File: src/ctcgd_pkg.sv
// ----------------------------------------------------------------------------
// ctcgd_pkg
// Shared widths, types and controller/datapath signal groups for the CTC
// greedy decoder.
// ----------------------------------------------------------------------------
package ctcgd_pkg;

    localparam int SCORE_W     = 16;
    localparam int CLASS_W     = 15;
    localparam int MAX_CLASSES = 32768;
    localparam int POS_W       = $clog2(MAX_CLASSES + 1);
    localparam int DICT_W      = 15;
    localparam int MAX_STEPS   = 1024;
    localparam int COUNT_W     = $clog2(MAX_STEPS + 1);
    localparam int SUM_W       = SCORE_W + COUNT_W - 1;
    localparam int DIV_STEPS   = SUM_W;
    localparam int DIV_CNT_W   = $clog2(DIV_STEPS);

    localparam logic KIND_TOKEN   = 1'b0;
    localparam logic KIND_SUMMARY = 1'b1;

    typedef logic signed [SCORE_W-1:0] t_score;
    typedef logic signed [SUM_W-1:0]   t_sum;

    typedef enum logic [1:0] {
        S_RUN,
        S_LOAD,
        S_DIV,
        S_SUM
    } t_state;

    // controller -> datapath
    typedef struct packed {
        logic in_ready;
        logic accept;
        logic div_load;
        logic div_step;
        logic sum_load;
    } t_cmd;

    // datapath -> controller
    typedef struct packed {
        logic in_valid;
        logic in_close_seq;
        logic out_free;
        logic div_last;
    } t_stat;

endpackage

File: src/ctcgd_in_if.sv
// ----------------------------------------------------------------------------
// ctcgd_in_if
// Score channel: one class score per word with step and sequence flags.
// ----------------------------------------------------------------------------
interface ctcgd_in_if;
    logic               valid;
    logic               ready;
    ctcgd_pkg::t_score  score;
    logic               last_class;
    logic               last_step;

    modport source (output valid, output score, output last_class, output last_step,
                    input ready);
    modport sink   (input valid, input score, input last_class, input last_step,
                    output ready);
endinterface

File: src/ctcgd_out_if.sv
// ----------------------------------------------------------------------------
// ctcgd_out_if
// Result channel: token words and end-of-sequence summary words.
// ----------------------------------------------------------------------------
interface ctcgd_out_if;
    logic                              valid;
    logic                              ready;
    logic                              kind;
    logic [ctcgd_pkg::DICT_W-1:0]      token_index;
    logic                              is_space;
    ctcgd_pkg::t_score                 confidence;
    logic [ctcgd_pkg::COUNT_W-1:0]     token_count;
    logic                              last;

    modport source (output valid, output kind, output token_index, output is_space,
                    output confidence, output token_count, output last, input ready);
    modport sink   (input valid, input kind, input token_index, input is_space,
                    input confidence, input token_count, input last, output ready);
endinterface

File: src/ctcgd_ctrl.sv
// ----------------------------------------------------------------------------
// ctcgd_ctrl
// Sequencer: streams scores, then runs the averaging divide and emits the
// summary word at sequence end.
// ----------------------------------------------------------------------------
module ctcgd_ctrl (
    input  logic             i_clk,
    input  logic             i_rst_n,
    input  ctcgd_pkg::t_stat i_stat,
    output ctcgd_pkg::t_cmd  o_cmd
);
    import ctcgd_pkg::*;

    t_state r_state;
    t_state n_state;

    always_ff @(posedge i_clk) begin
        if (!i_rst_n) begin
            r_state <= S_RUN;
        end else begin
            r_state <= n_state;
        end
    end

    always_comb begin
        n_state = r_state;
        o_cmd   = '0;
        case (r_state)
            S_RUN: begin
                o_cmd.in_ready = i_stat.out_free;
                o_cmd.accept   = i_stat.out_free && i_stat.in_valid;
                if (o_cmd.accept && i_stat.in_close_seq) begin
                    n_state = S_LOAD;
                end
            end
            S_LOAD: begin
                o_cmd.div_load = 1'b1;
                n_state        = S_DIV;
            end
            S_DIV: begin
                o_cmd.div_step = 1'b1;
                if (i_stat.div_last) begin
                    n_state = S_SUM;
                end
            end
            S_SUM: begin
                // hold until the output register can take the summary word
                if (i_stat.out_free) begin
                    o_cmd.sum_load = 1'b1;
                    n_state        = S_RUN;
                end
            end
            default: begin
                n_state = S_RUN;
            end
        endcase
    end
endmodule

File: src/ctcgd_datapath.sv
// ----------------------------------------------------------------------------
// ctcgd_datapath
// Per-step argmax, collapse of blanks and repeats, running sum and count,
// bit-serial averaging divide and the output word register.
// ----------------------------------------------------------------------------
module ctcgd_datapath (
    input  logic                           i_clk,
    input  logic                           i_rst_n,
    input  ctcgd_pkg::t_cmd                i_cmd,
    output ctcgd_pkg::t_stat               o_stat,
    input  logic                           i_cfg_we,
    input  logic [ctcgd_pkg::DICT_W-1:0]   i_cfg_wdata,
    input  logic                           i_in_valid,
    input  ctcgd_pkg::t_score              i_score,
    input  logic                           i_last_class,
    input  logic                           i_last_step,
    input  logic                           i_out_ready,
    output logic                           o_out_valid,
    output logic                           o_kind,
    output logic [ctcgd_pkg::DICT_W-1:0]   o_token_index,
    output logic                           o_is_space,
    output ctcgd_pkg::t_score              o_confidence,
    output logic [ctcgd_pkg::COUNT_W-1:0]  o_token_count,
    output logic                           o_last
);
    import ctcgd_pkg::*;

    logic [DICT_W-1:0]    r_dict_size;
    t_score               r_best_score;
    logic [CLASS_W-1:0]   r_best_class;
    logic [POS_W-1:0]     r_class_pos;
    logic [CLASS_W-1:0]   r_prev_winner;
    logic                 r_prev_valid;
    t_sum                 r_score_sum;
    logic [COUNT_W-1:0]   r_count;

    logic [COUNT_W-1:0]   r_rem;
    logic [SUM_W-1:0]     r_quo;
    logic [COUNT_W-1:0]   r_divisor;
    logic [DIV_CNT_W-1:0] r_div_cnt;
    logic                 r_div_neg;
    logic                 r_div_zero;

    logic                 r_out_valid;

    // scan and close-step logic
    logic                 w_pos_ok;
    logic                 w_take;
    t_score               w_best_score;
    logic [CLASS_W-1:0]   w_best_class;
    logic                 w_counted;
    logic [DICT_W-1:0]    w_key;
    logic                 w_emit;
    logic                 w_space;
    logic                 w_add;

    // divide step
    logic [COUNT_W:0]     w_trial;
    logic                 w_fit;
    logic [SCORE_W-1:0]   w_quo_lo;
    t_score               w_conf;

    assign w_pos_ok     = r_class_pos < POS_W'(MAX_CLASSES);
    assign w_take       = w_pos_ok && ((r_class_pos == '0) || (i_score > r_best_score));
    assign w_best_score = w_take ? i_score : r_best_score;
    assign w_best_class = w_take ? r_class_pos[CLASS_W-1:0] : r_best_class;
    assign w_counted    = (w_best_class != '0)
                       && (!r_prev_valid || (w_best_class != r_prev_winner));
    assign w_key        = DICT_W'(w_best_class - CLASS_W'(1));
    assign w_emit       = w_counted && (w_key <= r_dict_size);
    assign w_space      = w_key == r_dict_size;
    assign w_add        = w_counted && (r_count < COUNT_W'(MAX_STEPS));

    assign w_trial  = {r_rem, r_quo[SUM_W-1]};
    assign w_fit    = w_trial >= {1'b0, r_divisor};
    assign w_quo_lo = r_quo[SCORE_W-1:0];
    assign w_conf   = r_div_zero ? '0 : (r_div_neg ? t_score'(-w_quo_lo) : t_score'(w_quo_lo));

    always_ff @(posedge i_clk) begin
        if (!i_rst_n) begin
            r_dict_size <= DICT_W'(1);
        end else if (i_cfg_we) begin
            r_dict_size <= i_cfg_wdata;
        end
    end

    // sequence state
    always_ff @(posedge i_clk) begin
        if (!i_rst_n) begin
            r_best_score  <= '0;
            r_best_class  <= '0;
            r_class_pos   <= '0;
            r_prev_winner <= '0;
            r_prev_valid  <= 1'b0;
            r_score_sum   <= '0;
            r_count       <= '0;
        end else if (i_cmd.sum_load) begin
            r_prev_valid <= 1'b0;
            r_score_sum  <= '0;
            r_count      <= '0;
        end else if (i_cmd.accept) begin
            if (i_last_class) begin
                r_best_score  <= '0;
                r_best_class  <= '0;
                r_class_pos   <= '0;
                r_prev_winner <= w_best_class;
                r_prev_valid  <= 1'b1;
                if (w_add) begin
                    r_score_sum <= r_score_sum + t_sum'(w_best_score);
                    r_count     <= r_count + COUNT_W'(1);
                end
            end else begin
                r_best_score <= w_best_score;
                r_best_class <= w_best_class;
                if (w_pos_ok) begin
                    r_class_pos <= r_class_pos + POS_W'(1);
                end
            end
        end
    end

    // restoring divide on the magnitude, one quotient bit per cycle
    always_ff @(posedge i_clk) begin
        if (i_cmd.div_load) begin
            r_rem      <= '0;
            r_quo      <= r_score_sum[SUM_W-1] ? SUM_W'(-r_score_sum) : SUM_W'(r_score_sum);
            r_divisor  <= r_count;
            r_div_cnt  <= DIV_CNT_W'(DIV_STEPS - 1);
            r_div_neg  <= r_score_sum[SUM_W-1];
            r_div_zero <= r_count == '0;
        end else if (i_cmd.div_step) begin
            r_rem     <= w_fit ? COUNT_W'(w_trial - {1'b0, r_divisor}) : COUNT_W'(w_trial);
            r_quo     <= {r_quo[SUM_W-2:0], w_fit};
            r_div_cnt <= r_div_cnt - DIV_CNT_W'(1);
        end
    end

    // output word register
    always_ff @(posedge i_clk) begin
        if (!i_rst_n) begin
            r_out_valid <= 1'b0;
        end else if (i_cmd.sum_load || (i_cmd.accept && i_last_class && w_emit)) begin
            r_out_valid <= 1'b1;
        end else if (i_out_ready) begin
            r_out_valid <= 1'b0;
        end
    end

    always_ff @(posedge i_clk) begin
        if (i_cmd.sum_load) begin
            o_kind        <= KIND_SUMMARY;
            o_token_index <= '0;
            o_is_space    <= 1'b0;
            o_confidence  <= w_conf;
            o_token_count <= r_count;
            o_last        <= 1'b1;
        end else if (i_cmd.accept && i_last_class && w_emit) begin
            o_kind        <= KIND_TOKEN;
            o_token_index <= w_key;
            o_is_space    <= w_space;
            o_confidence  <= '0;
            o_token_count <= '0;
            o_last        <= 1'b0;
        end
    end

    assign o_out_valid         = r_out_valid;
    assign o_stat.in_valid     = i_in_valid;
    assign o_stat.in_close_seq = i_last_class && i_last_step;
    assign o_stat.out_free     = !r_out_valid || i_out_ready;
    assign o_stat.div_last     = r_div_cnt == '0;
endmodule

File: src/ctc_greedy_decoder_core.sv
// ----------------------------------------------------------------------------
// ctc_greedy_decoder_core
// CTC greedy decoder: per-step argmax over streamed class scores, collapse
// of blanks and repeats, token words and an average-confidence summary.
// ----------------------------------------------------------------------------
// Usage
//   i_in carries one class score word per handshake, class 0 first; last_class
//   closes a time step, last_step on that same word closes the sequence.
//   o_out returns token words (kind 0) and one summary word (kind 1, last 1)
//   per sequence. i_cfg_we/i_cfg_wdata set the dictionary size; write it only
//   while the block is idle.
//   Throughput: one score word per cycle while the output register drains.
//   A token word shows on o_out the cycle after its closing score word.
//   Sequence end: a load state, then the bit-serial divider steps (one
//   quotient bit per cycle over the 26-bit sum), then the summary word is
//   loaded; i_in is held off until then.
//   Reset: dictionary size 1, sequence state cleared, no word pending.
//   Receiver stall: the output register holds its word and i_in.ready drops
//   until the word is taken, so no result is lost or overwritten.
// ----------------------------------------------------------------------------
module ctc_greedy_decoder_core (
    input  logic                          i_clk,
    input  logic                          i_rst_n,
    input  logic                          i_cfg_we,
    input  logic [ctcgd_pkg::DICT_W-1:0]  i_cfg_wdata,
    ctcgd_in_if.sink                      i_in,
    ctcgd_out_if.source                   o_out
);
    import ctcgd_pkg::*;

    t_cmd  w_cmd;
    t_stat w_stat;

    // sequencer: decides when a score word is taken and drives the divider
    ctcgd_ctrl u_ctrl (
        .i_clk   (i_clk),
        .i_rst_n (i_rst_n),
        .i_stat  (w_stat),
        .o_cmd   (w_cmd)
    );

    // argmax, collapse, sum/count, divider and output word
    ctcgd_datapath u_datapath (
        .i_clk         (i_clk),
        .i_rst_n       (i_rst_n),
        .i_cmd         (w_cmd),
        .o_stat        (w_stat),
        .i_cfg_we      (i_cfg_we),
        .i_cfg_wdata   (i_cfg_wdata),
        .i_in_valid    (i_in.valid),
        .i_score       (i_in.score),
        .i_last_class  (i_in.last_class),
        .i_last_step   (i_in.last_step),
        .i_out_ready   (o_out.ready),
        .o_out_valid   (o_out.valid),
        .o_kind        (o_out.kind),
        .o_token_index (o_out.token_index),
        .o_is_space    (o_out.is_space),
        .o_confidence  (o_out.confidence),
        .o_token_count (o_out.token_count),
        .o_last        (o_out.last)
    );

    // input is taken only when the output register has room for a token
    assign i_in.ready = w_cmd.in_ready;

`ifndef SYNTH
    // a closing word of a sequence starts the divider on the next cycle
    a_seq_end_starts_div: assert property (@(posedge i_clk) disable iff (!i_rst_n)
        i_in.valid && i_in.ready && i_in.last_class && i_in.last_step |=> w_cmd.div_load)
        else $error("sequence end did not start the divider");

    // the summary never overwrites a word still waiting on o_out
    a_sum_into_free_reg: assert property (@(posedge i_clk) disable iff (!i_rst_n)
        w_cmd.sum_load |-> (!o_out.valid || o_out.ready))
        else $error("summary loaded over a pending word");

    // no score word is taken while the divider runs
    a_no_accept_in_div: assert property (@(posedge i_clk) disable iff (!i_rst_n)
        (w_cmd.div_load || w_cmd.div_step) |-> !i_in.ready)
        else $error("input accepted during divide");
`endif
endmodule

File: src/flat_wrapper.sv
// flat-port wrapper written by rule: the top's interface ports become plain ports
module ctc_greedy_decoder_core_flat import ctcgd_pkg::*;
  (i_clk, i_rst_n, i_cfg_we, i_cfg_wdata, i_in_valid, i_in_score, i_in_last_class, i_in_last_step, i_in_ready, o_out_valid, o_out_kind, o_out_token_index, o_out_is_space, o_out_confidence, o_out_token_count, o_out_last, o_out_ready);
  ctcgd_in_if i_in_i ();
  ctcgd_out_if o_out_i ();
  input  logic i_clk;
  input  logic i_rst_n;
  input  logic i_cfg_we;
  input  logic [ctcgd_pkg::DICT_W-1:0] i_cfg_wdata;
  input wire logic [$bits(i_in_i.valid)-1:0] i_in_valid;
  input wire logic [$bits(i_in_i.score)-1:0] i_in_score;
  input wire logic [$bits(i_in_i.last_class)-1:0] i_in_last_class;
  input wire logic [$bits(i_in_i.last_step)-1:0] i_in_last_step;
  output wire logic [$bits(i_in_i.ready)-1:0] i_in_ready;
  output wire logic [$bits(o_out_i.valid)-1:0] o_out_valid;
  output wire logic [$bits(o_out_i.kind)-1:0] o_out_kind;
  output wire logic [$bits(o_out_i.token_index)-1:0] o_out_token_index;
  output wire logic [$bits(o_out_i.is_space)-1:0] o_out_is_space;
  output wire logic [$bits(o_out_i.confidence)-1:0] o_out_confidence;
  output wire logic [$bits(o_out_i.token_count)-1:0] o_out_token_count;
  output wire logic [$bits(o_out_i.last)-1:0] o_out_last;
  input wire logic [$bits(o_out_i.ready)-1:0] o_out_ready;
  assign i_in_i.valid = i_in_valid;
  assign i_in_i.score = i_in_score;
  assign i_in_i.last_class = i_in_last_class;
  assign i_in_i.last_step = i_in_last_step;
  assign i_in_ready = i_in_i.ready;
  assign o_out_valid = o_out_i.valid;
  assign o_out_kind = o_out_i.kind;
  assign o_out_token_index = o_out_i.token_index;
  assign o_out_is_space = o_out_i.is_space;
  assign o_out_confidence = o_out_i.confidence;
  assign o_out_token_count = o_out_i.token_count;
  assign o_out_last = o_out_i.last;
  assign o_out_i.ready = o_out_ready;
  ctc_greedy_decoder_core u_core (.i_clk(i_clk), .i_rst_n(i_rst_n), .i_cfg_we(i_cfg_we), .i_cfg_wdata(i_cfg_wdata), .i_in(i_in_i), .o_out(o_out_i));
endmodule
File: config.mk
export PLATFORM = sky130hd
export DESIGN_NAME = ctc_greedy_decoder_core_flat
export DESIGN_NICKNAME = d
export VERILOG_FILES = /design/src/ctcgd_pkg.sv /design/src/ctcgd_in_if.sv /design/src/ctcgd_out_if.sv /design/src/ctcgd_ctrl.sv /design/src/ctcgd_datapath.sv /design/src/ctc_greedy_decoder_core.sv /design/src/flat_wrapper.sv
export SDC_FILE = /design/constraint.sdc
export NUM_CORES = 1
export LEC_CHECK = 0
export BUFFER_PORTS_ARGS = -buffer_cell sky130_fd_sc_hd__buf_2
export CAP_MARGIN = 20
export CORE_MARGIN = 5
export CORE_UTILIZATION = 61
export DETAILED_ROUTE_END_ITERATION = 7
export PLACE_DENSITY = 0.77
export SETUP_SLACK_MARGIN = 0.05
export SYNTH_ARGS = -nofsm -noshare
export SYNTH_HDL_FRONTEND = slang
export SYNTH_SLANG_ARGS = --single-unit
File: constraint.sdc
create_clock -name i_clk -period 8 [get_ports i_clk]
set_input_delay 1.6 -clock i_clk [delete_from_list [all_inputs] [get_ports i_clk]]
set_output_delay 1.6 -clock i_clk [all_outputs]
set_load 0.02 [all_outputs]
==> results by group, run 1 <==
Critical path
  – Launching element type of the critical path: input pin
  – Capturing element type of the critical path: register
  – Crit path DAT: between 7 and 8 ns
  – Maximum fanout count along the critical path: 27
  – Setup CP Type: in2reg
  – Data required time of the critical path: around 8 ns
  – R2R Path Start: u_core.u_datapath.r_class_pos[5]
  – Critical path launch point: i_in_score[15]

Die
  – I/O pin count: 85
  – Number of cell rows: 53
  – Core area: 20,960 µm²
  – Effective utilization at floorplan: 0.6182
  – Die boundary height: between 150 and 200 µm
  – Die area: approximately 24,000 µm²
  – Die Span X: around 160 µm

Drt
  – First-pass DRT Iterations: 7
  – Routed wire per std cell: ~17 µm
  – Via density per instance: slightly below 6
  – Vias after detailed routing: about 11,000
  – Count of unresolved DRC violations after routing: 0
  – Starting DRC count in detailed routing: 889
  – Number of antenna-violating nets in the routed design: 0
  – Wirelength, routed: between 30 and 40 mm

CTS
  – Post CTS Setup Buffer Count: 0
  – Cell chosen for the clock root: clkbuf_16
  – Deepest level of the CTS H-tree: 1
  – Post-CTS resize count: 0
  – Sinks on the clock net: roughly 220
  – Number of buffers inserted by hold repair at cts: 0
  – CTS tree: built
  – Clock Tree Buf Depth: 3
  – Post-CTS clock slew at the launch and capture registers of the worst setup and hold paths: 0.06 ns
  – Num CTS Buffers: 24
  – Worst skew pair latency: 0.52 ns

Pwr
  – Static Leakage: about 0.0057 µW
  – Power per cell area: 314.3 nW/µm²
  – Maximum resistive drop on vdd: between 0.15 and 0.2 mV

Placement
  – I/O Buffers: 84
  – Pre-CTS setup slack: roughly 0.7 ns
  – Dpl hpwl: between 20 and 25 mm
  – Weighted congestion at the end of routability-driven global placement: roughly 0.95

Synthesis
  – Flops & latches, synth: 217
  – Post-synthesis net count: around 1,600
  – Synth Cell Area: between 10,000 and 15,000 µm²
  – Fraction of post-synthesis cell area in the top cell type by area: 0.2334
  – Async set-reset flop share out of synthesis: 0
  – Cell variety after synth: 76
  – Biggest area consumer among synthesized cells: dfxtp_1
  – Post-synthesis sequential area ratio: 0.3864
  – Average cell area after synthesis: between 8 and 9 µm²
  – Yosys synthesis warning count: 0
  – Mapped Cells: between 1,000 and 1,500
  – Dominant register cell in the synthesized netlist: dfxtp_1
  – Largest cells by area after synthesis: dfxtp_1 23%, edfxtp_1 15%, ha_1 7.7%, nor2_1 4.7%, nand2_1 3.9%
  – Number of flops mapped to enable cells by yosys: 66

Global routing
  – Maximum number of pins on one net before global-route repair: 54
  – Via count of the first global-routing pass: 10,180
  – Global-route wire length before repair: about 51 mm
  – Antenna violations before repair: 0
  – Residual overflow from global routing: 0
  – Total global-route track usage: 0.2526

Timing
  – Post-route setup slack: approximately 1.1 ns
  – Min cycle time layout: between 6 and 7 ns
  – RSZ-0062 raised after global routing: false
  – Number of max-slew violations in the final report: 0
  – Maximum clock frequency: 0.1458 GHz
  – Setup Total Neg Slack: 0 ns
  – Final count of hold timing violations: 0
  – Least-Margin Pin Slew: between 1 and 1.5 ns
  – Final cycle utilization of the critical path: 0.8572
  – Count of endpoints failing setup in the final report: 0
  – Headroom to the max-slew limit: 0.2228
  – Maximum clock skew at final layout: about 0.008 ns

Layout
  – Layout Area Growth over Synthesis: 10.23%
  – Fillcell total: approximately 1,700
  – Layout cells sized above 1: 0.09981
  – Nets: 1,665
  – Count of antenna diodes in the layout: 0

Min path
  – Hold Path Origin: u_core.u_datapath.o_token_index[2]
  – Hold Path Class: reg2reg

Flow run
  – Max Cap Violations: 0

Run status
  – Run status: completed
[stage by stage]
| stage | utilization | total power [µW] | instance area (µm²) | hold slack [ns] | std cells |
|---|---|---|---|---|---|
| 3_5_place_dp | 0.6436 | 3390 | 13490 | 0.4593 | 1793 |
| 6_report | 0.6814 | 4488 | 14280 | 0.4672 | 1838 |
| 5_1_grt | 0.6814 | 4774 | 14280 | 0.5052 | 1838 |
| 2_1_floorplan | - | 2936 | 12950 | 0.4064 | 1495 |
| 4_1_cts | 0.6801 | 4470 | 14250 | 0.4713 | 1837 |
| 3_3_place_gp | 0.6436 | 3349 | 13490 | 0.4521 | 1793 |
[worst max-delay path: stages]
cell     delay [ns]
buf_2          0.11
ha_1           0.38
nand4_2        0.19
nor2_2         0.06
a221o_1        0.34
o311a_1        0.46
o31ai_1        0.46
nand2_1        0.17
inv_1          0.15
ha_1           0.26
nand3_1        0.09
nor4_1         0.28
nor2_1         0.14
a21oi_1        0.17
xnor2_1        0.11
ha_1           0.31
and3_1         0.17
nand3_1        0.10
or4_1          0.58
o21ai_0        0.17
nand2_1        0.25
nand2_1        0.13
buf_4          0.33
[sequential cells by signal (all words and copies together) (netlist names), 11 cells and up]
name	cells
u_core.u_datapath.r_score_sum	26
u_core.u_datapath.r_count	11
u_core.u_datapath.o_token_index	15
u_core.u_datapath.r_dict_size	15
u_core.u_datapath.o_confidence	16
u_core.u_datapath.r_prev_winner	15
u_core.u_datapath.o_token_count	11
u_core.u_datapath.r_best_score	16
u_core.u_datapath.r_divisor	11
u_core.u_datapath.r_best_class	15
u_core.u_datapath.r_quo	26
u_core.u_datapath.r_rem	11
u_core.u_datapath.r_class_pos	16
[per-layer routing]
| layer | up-vias | share of wire | GRT usage |
|---|---|---|---|
| met4 | 0 | 0.029 | 0.07920 |
| met5 | - | 0 | 0 |
| met3 | 66 | 0.068 | 0.03828 |
| met1 | 5068 | 0.46 | 0.3671 |
| met2 | 360 | 0.44 | 0.3905 |
| li1 | 5468 | - | - |
[cell type report]
| class | instances | area, µm² | area share |
|---|---|---|---|
| Multi-Input combinational cell | 1105 | 7241 | 0.5071 |
| Sequential cell | 217 | 5005 | 0.3505 |
| Clock buffer | 30 | 633.1 | 0.04434 |
| Timing Repair Buffer | 100 | 560.5 | 0.03926 |
| Inverter | 97 | 364.1 | 0.02550 |
| Tap cell | 275 | 344.1 | 0.02410 |
| Clock inverter | 14 | 131.4 | 0.009201 |
[cells in the mapped netlist, types with 15 or more instances]
library cell and n:
o31ai_1 25, clkbuf_1 57, xnor2_1 50, a21oi_1 98, o21ai_0 74, nand2_1 133
nand4_1 25, ha_1 80, mux2i_1 38, dfxtp_1 151, nor3_1 30, or4_1 15
a22oi_1 29, a211oi_1 16, edfxtp_1 66, nand3_1 39, xor2_1 50, or3_1 22
a21o_1 21, inv_1 96, nor2_1 161
[power by group]
group,leakage (µW),internal (µW),switching [µW]
combinational,0.00355,695,1130
sequential,0.00183,1420,177
clock,0.000372,627,440
total,0.00575,2740,1740
[placed cells by master (no fill, tap or decap), types with 7 or more instances in the layout]
cell type / netlist / final
nor2_1: 161 / 160
xor2_1: 50 / 50
inv_1: 96 / 96
o31ai_1: 25 / 25
clkbuf_16: 0 / 24
mux2i_1: 38 / 38
buf_2: 6 / 84
edfxtp_1: 66 / 66
o21ai_0: 74 / 74
or3_1: 22 / 22
o211ai_1: 12 / 12
xnor2_1: 50 / 50
nor4_1: 14 / 14
a21o_1: 21 / 21
buf_4: 1 / 15
dfxtp_1: 151 / 151
ha_1: 80 / 79
nor3_1: 30 / 30
o21a_1: 12 / 12
nor2b_1: 10 / 10
o21ai_1: 9 / 9
a22oi_1: 29 / 29
a211oi_1: 16 / 16
a21oi_1: 98 / 98
nand2b_1: 14 / 14
or4_1: 15 / 15
a21boi_0: 14 / 14
a31oi_1: 7 / 7
nand4_1: 25 / 25
nand3_1: 39 / 39
and3_1: 14 / 14
nand2_1: 133 / 133
[logic make-up (layout without fill, tap and decap cells)]
logic type,after synthesis,count (layout),share of synthesized area
xor gates and xnor gates,100,100,0.06761
muxes,41,41,0.03197
AOI/OAI and AO/OA,378,378,0.1931
buffers and inverters,173,241,0.05506
and+or+nand+nor,504,504,0.1855
adders and majority gates,82,82,0.08036
DFF,217,217,0.3864
[path summary, 6_finish.rpt]
check | endpoint | slack (ns) | cells past startpoint
setup / recovery | u_core.u_datapath.o_confidence[14] | 1.14 | 23
hold / removal | u_core.u_datapath.o_token_index[2] | 0.47 | 2
setup reg to reg | u_core.u_datapath.o_confidence[14] | 1.79 | 19
hold reg to reg | u_core.u_datapath.o_token_index[2] | 0.47 | 2
No activity file was read; power rests on OpenSTA's default activity.
==> inputs of run 2 (changes only) <==
- PLACE_DENSITY: 0.77 -> 0.8
==> run 2 against run 1 <==
- combinational power about the same
- register-to-register slack gained 0.13 ns
- global-route usage increased by 0.78 points
- utilization rose by 0.40 points
- critical endpoint is now u_core.u_datapath.o_confidence[11]
- largest power group unchanged
- hold slack gained 0.0048 ns
- count of clock-buffer cells in the layout up 1
- fmax shrank 0.18%
- first-iteration DRC count increased by 24%
- die area unchanged
==> results by group, run 2 (synthesized netlist as in run 1, its figures left out) <==
CTS
  – Deepest level of the CTS H-tree: 1
  – Number of buffers inserted by hold repair at cts: 0
  – Sinks on the clock net: 217
  – Worst skew pair latency: approximately 0.54 ns
  – CTS tree: built
  – Post-CTS clock slew at the launch and capture registers of the worst setup and hold paths: 0.06 ns
  – Cell chosen for the clock root: clkbuf_16
  – Post-CTS resize count: 0
  – Post CTS Setup Buffer Count: 0
  – Num CTS Buffers: 24
  – Clock Tree Buf Depth: 3

Layout
  – Count of antenna diodes in the layout: 0
  – Combined flip-flop and latch cell area: 5005 µm²
  – Layout cells sized above 1: 0.1024
  – Area used by multi-input combinational logic: ~7200 µm²
  – Most common cell after layout, fill and taps aside: nor2_1
  – Nets: 1,665
  – Final cell utilization of the core: 0.6854
  – Layout Area Growth over Synthesis: 10.88%
  – Most used cells in the layout excluding fill and tap cells: 160 x nor2_1, 151 x dfxtp_1, 133 x nand2_1
  – Largest registers: u_core.u_datapath.r_quo (26), u_core.u_datapath.r_score_sum (26)
  – Fillcell total: about 1,600

Placement
  – Dpl hpwl: between 20 and 25 mm
  – Weighted congestion at the end of routability-driven global placement: between 0.9 and 1
  – I/O Buffers: 84

Global routing
  – Via count of the first global-routing pass: around 10,000
  – Maximum number of pins on one net before global-route repair: 80
  – Residual overflow from global routing: 0
  – Antenna violations before repair: 0
  – Global-route wire length before repair: around 53 mm
  – Total global-route track usage: 0.2604

Timing
  – Least-Margin Pin Slew: approximately 1.1 ns
  – Final count of hold timing violations: 0
  – Headroom to the max-slew limit: 0.2718
  – Maximum clock frequency: 0.1456 GHz
  – Maximum clock skew at final layout: around 0.025 ns
  – RSZ-0062 raised after global routing: false
  – Fin Hold WS: about 0.47 ns
  – Min cycle time layout: 6.870 ns
  – Count of endpoints failing setup in the final report: 0
  – Number of max-slew violations in the final report: 0
  – Setup Total Neg Slack: 0 ns
  – Final cycle utilization of the critical path: 0.8588

Pwr
  – Maximum resistive drop on vdd: roughly 0.21 mV
  – Static Leakage: 0.005795 µW
  – Overall Power: roughly 4600 µW
  – Power per cell area: ~320 nW/µm²

Run status
  – Run status: completed

Drt
  – Number of antenna-violating nets in the routed design: 0
  – Count of unresolved DRC violations after routing: 0
  – Via density per instance: 6.120
  – Starting DRC count in detailed routing: roughly 1,100
  – Wirelength, routed: 32.26 mm
  – Routed wire per std cell: ~18 µm
  – Vias after detailed routing: between 10,000 and 15,000
  – First-pass DRT Iterations: 5

Critical path
  – Crit path DAT: about 7.1 ns
  – Setup CP Type: in2reg
  – Maximum fanout count along the critical path: 27
  – R2R Path Start: u_core.u_datapath.r_best_score[15]
  – Capturing point of the worst reg2reg path: u_core.u_datapath.o_confidence[11]
  – Data required time of the critical path: ~8.2 ns
  – Setup slack of the worst register-to-register path: around 1.9 ns
  – R2r worst-path depth: 23
  – Capturing element type of the critical path: register
  – Launching element type of the critical path: input pin

Flow run
  – Max Cap Violations: 0

Min path
  – Cells on Worst Hold Path: 2
  – Endpoint, Worst Hold: u_core.u_datapath.o_token_index[2]
  – Hold Path Origin: u_core.u_datapath.o_token_index[2]
  – Hold Path Class: reg2reg

Die
  – Die Span X: 155.7 µm
  – Core area: between 20,000 and 25,000 µm²
  – Die boundary height: roughly 160 µm
  – I/O pin count: 85
  – Effective utilization at floorplan: 0.6182
  – Number of cell rows: 53
  – Die area: approximately 24,000 µm²
run 2: changes by cell type in the layout (fill, tap and decap cells not counted):
cell,previous run,this run
buf_16,1,0
buf_8,0,1
bufinv_16,2,5
clkbuf_1,5,3
clkbuf_8,1,4
clkinv_1,5,2
clkinv_4,1,0
clkinvlp_4,1,0
run 2: cell type report:
class | count | share of cell area
Multi-Input combinational cell | 1105 | 0.5041
Sequential cell | 217 | 0.3485
Clock buffer | 31 | 0.04643
Timing Repair Buffer | 100 | 0.03816
Inverter | 97 | 0.02535
Tap cell | 275 | 0.02396
Clock inverter | 12 | 0.01350
run 2: power by group:
part | total (µW) | internal (µW) | switching (µW)
clock network | 1200 | 747 | 455
registers | 1600 | 1430 | 179
logic | 1810 | 679 | 1130
run 2: critical path, cell delays in order:
cell	delay (ns)
buf_2	0.11
ha_1	0.39
nand4_2	0.19
nor2_2	0.07
a221oi_1	0.35
nand4_1	0.57
nand4_1	0.38
nand2_1	0.14
inv_1	0.15
ha_1	0.26
nand3_1	0.09
nor4_1	0.32
nor2_1	0.15
a21oi_1	0.17
xnor2_1	0.11
ha_1	0.31
and3_1	0.18
nand3_1	0.10
or4_1	0.57
o21ai_0	0.14
nand2_1	0.24
nand2_1	0.13
buf_4	0.34
run 2: how the worst max path moves through the flow:
stage	start	end	slack, ns	depth (start not counted)
final	i_in_score[15]	u_core.u_datapath.o_confidence[11]	1.13	23
after global routing	i_in_score[7]	u_core.u_datapath.o_confidence[10]	0.77	23
after CTS	i_in_score[15]	u_core.u_datapath.o_confidence[11]	1.25	23
after detailed placement	i_in_score[15]	u_core.u_datapath.o_confidence[13]	0.71	23
after global placement	i_in_score[15]	u_core.u_datapath.o_confidence[13]	0.90	23
after floorplan	i_in_score[15]	u_core.u_datapath.o_confidence[0]	0.71	22
run 2: metal layers:
metal / vias to the layer above / part of all wire / GRT usage
met3: 90 / 0.069 / 0.03745
met4: 0 / 0.031 / 0.08795
li1: 5470 / - / -
met2: 417 / 0.45 / 0.4072
met5: - / 0 / 0
met1: 5265 / 0.45 / 0.3729
run 2: per-stage QoR:
step | worst slack, ns | area (µm²) | std cells
2_1_floorplan | 0.7110 | 12950 | 1495
3_3_place_gp | 0.9004 | 13490 | 1793
3_5_place_dp | 0.7139 | 13490 | 1793
4_1_cts | 1.249 | 14350 | 1836
5_1_grt | 0.7681 | 14360 | 1837
6_report | 1.130 | 14360 | 1837
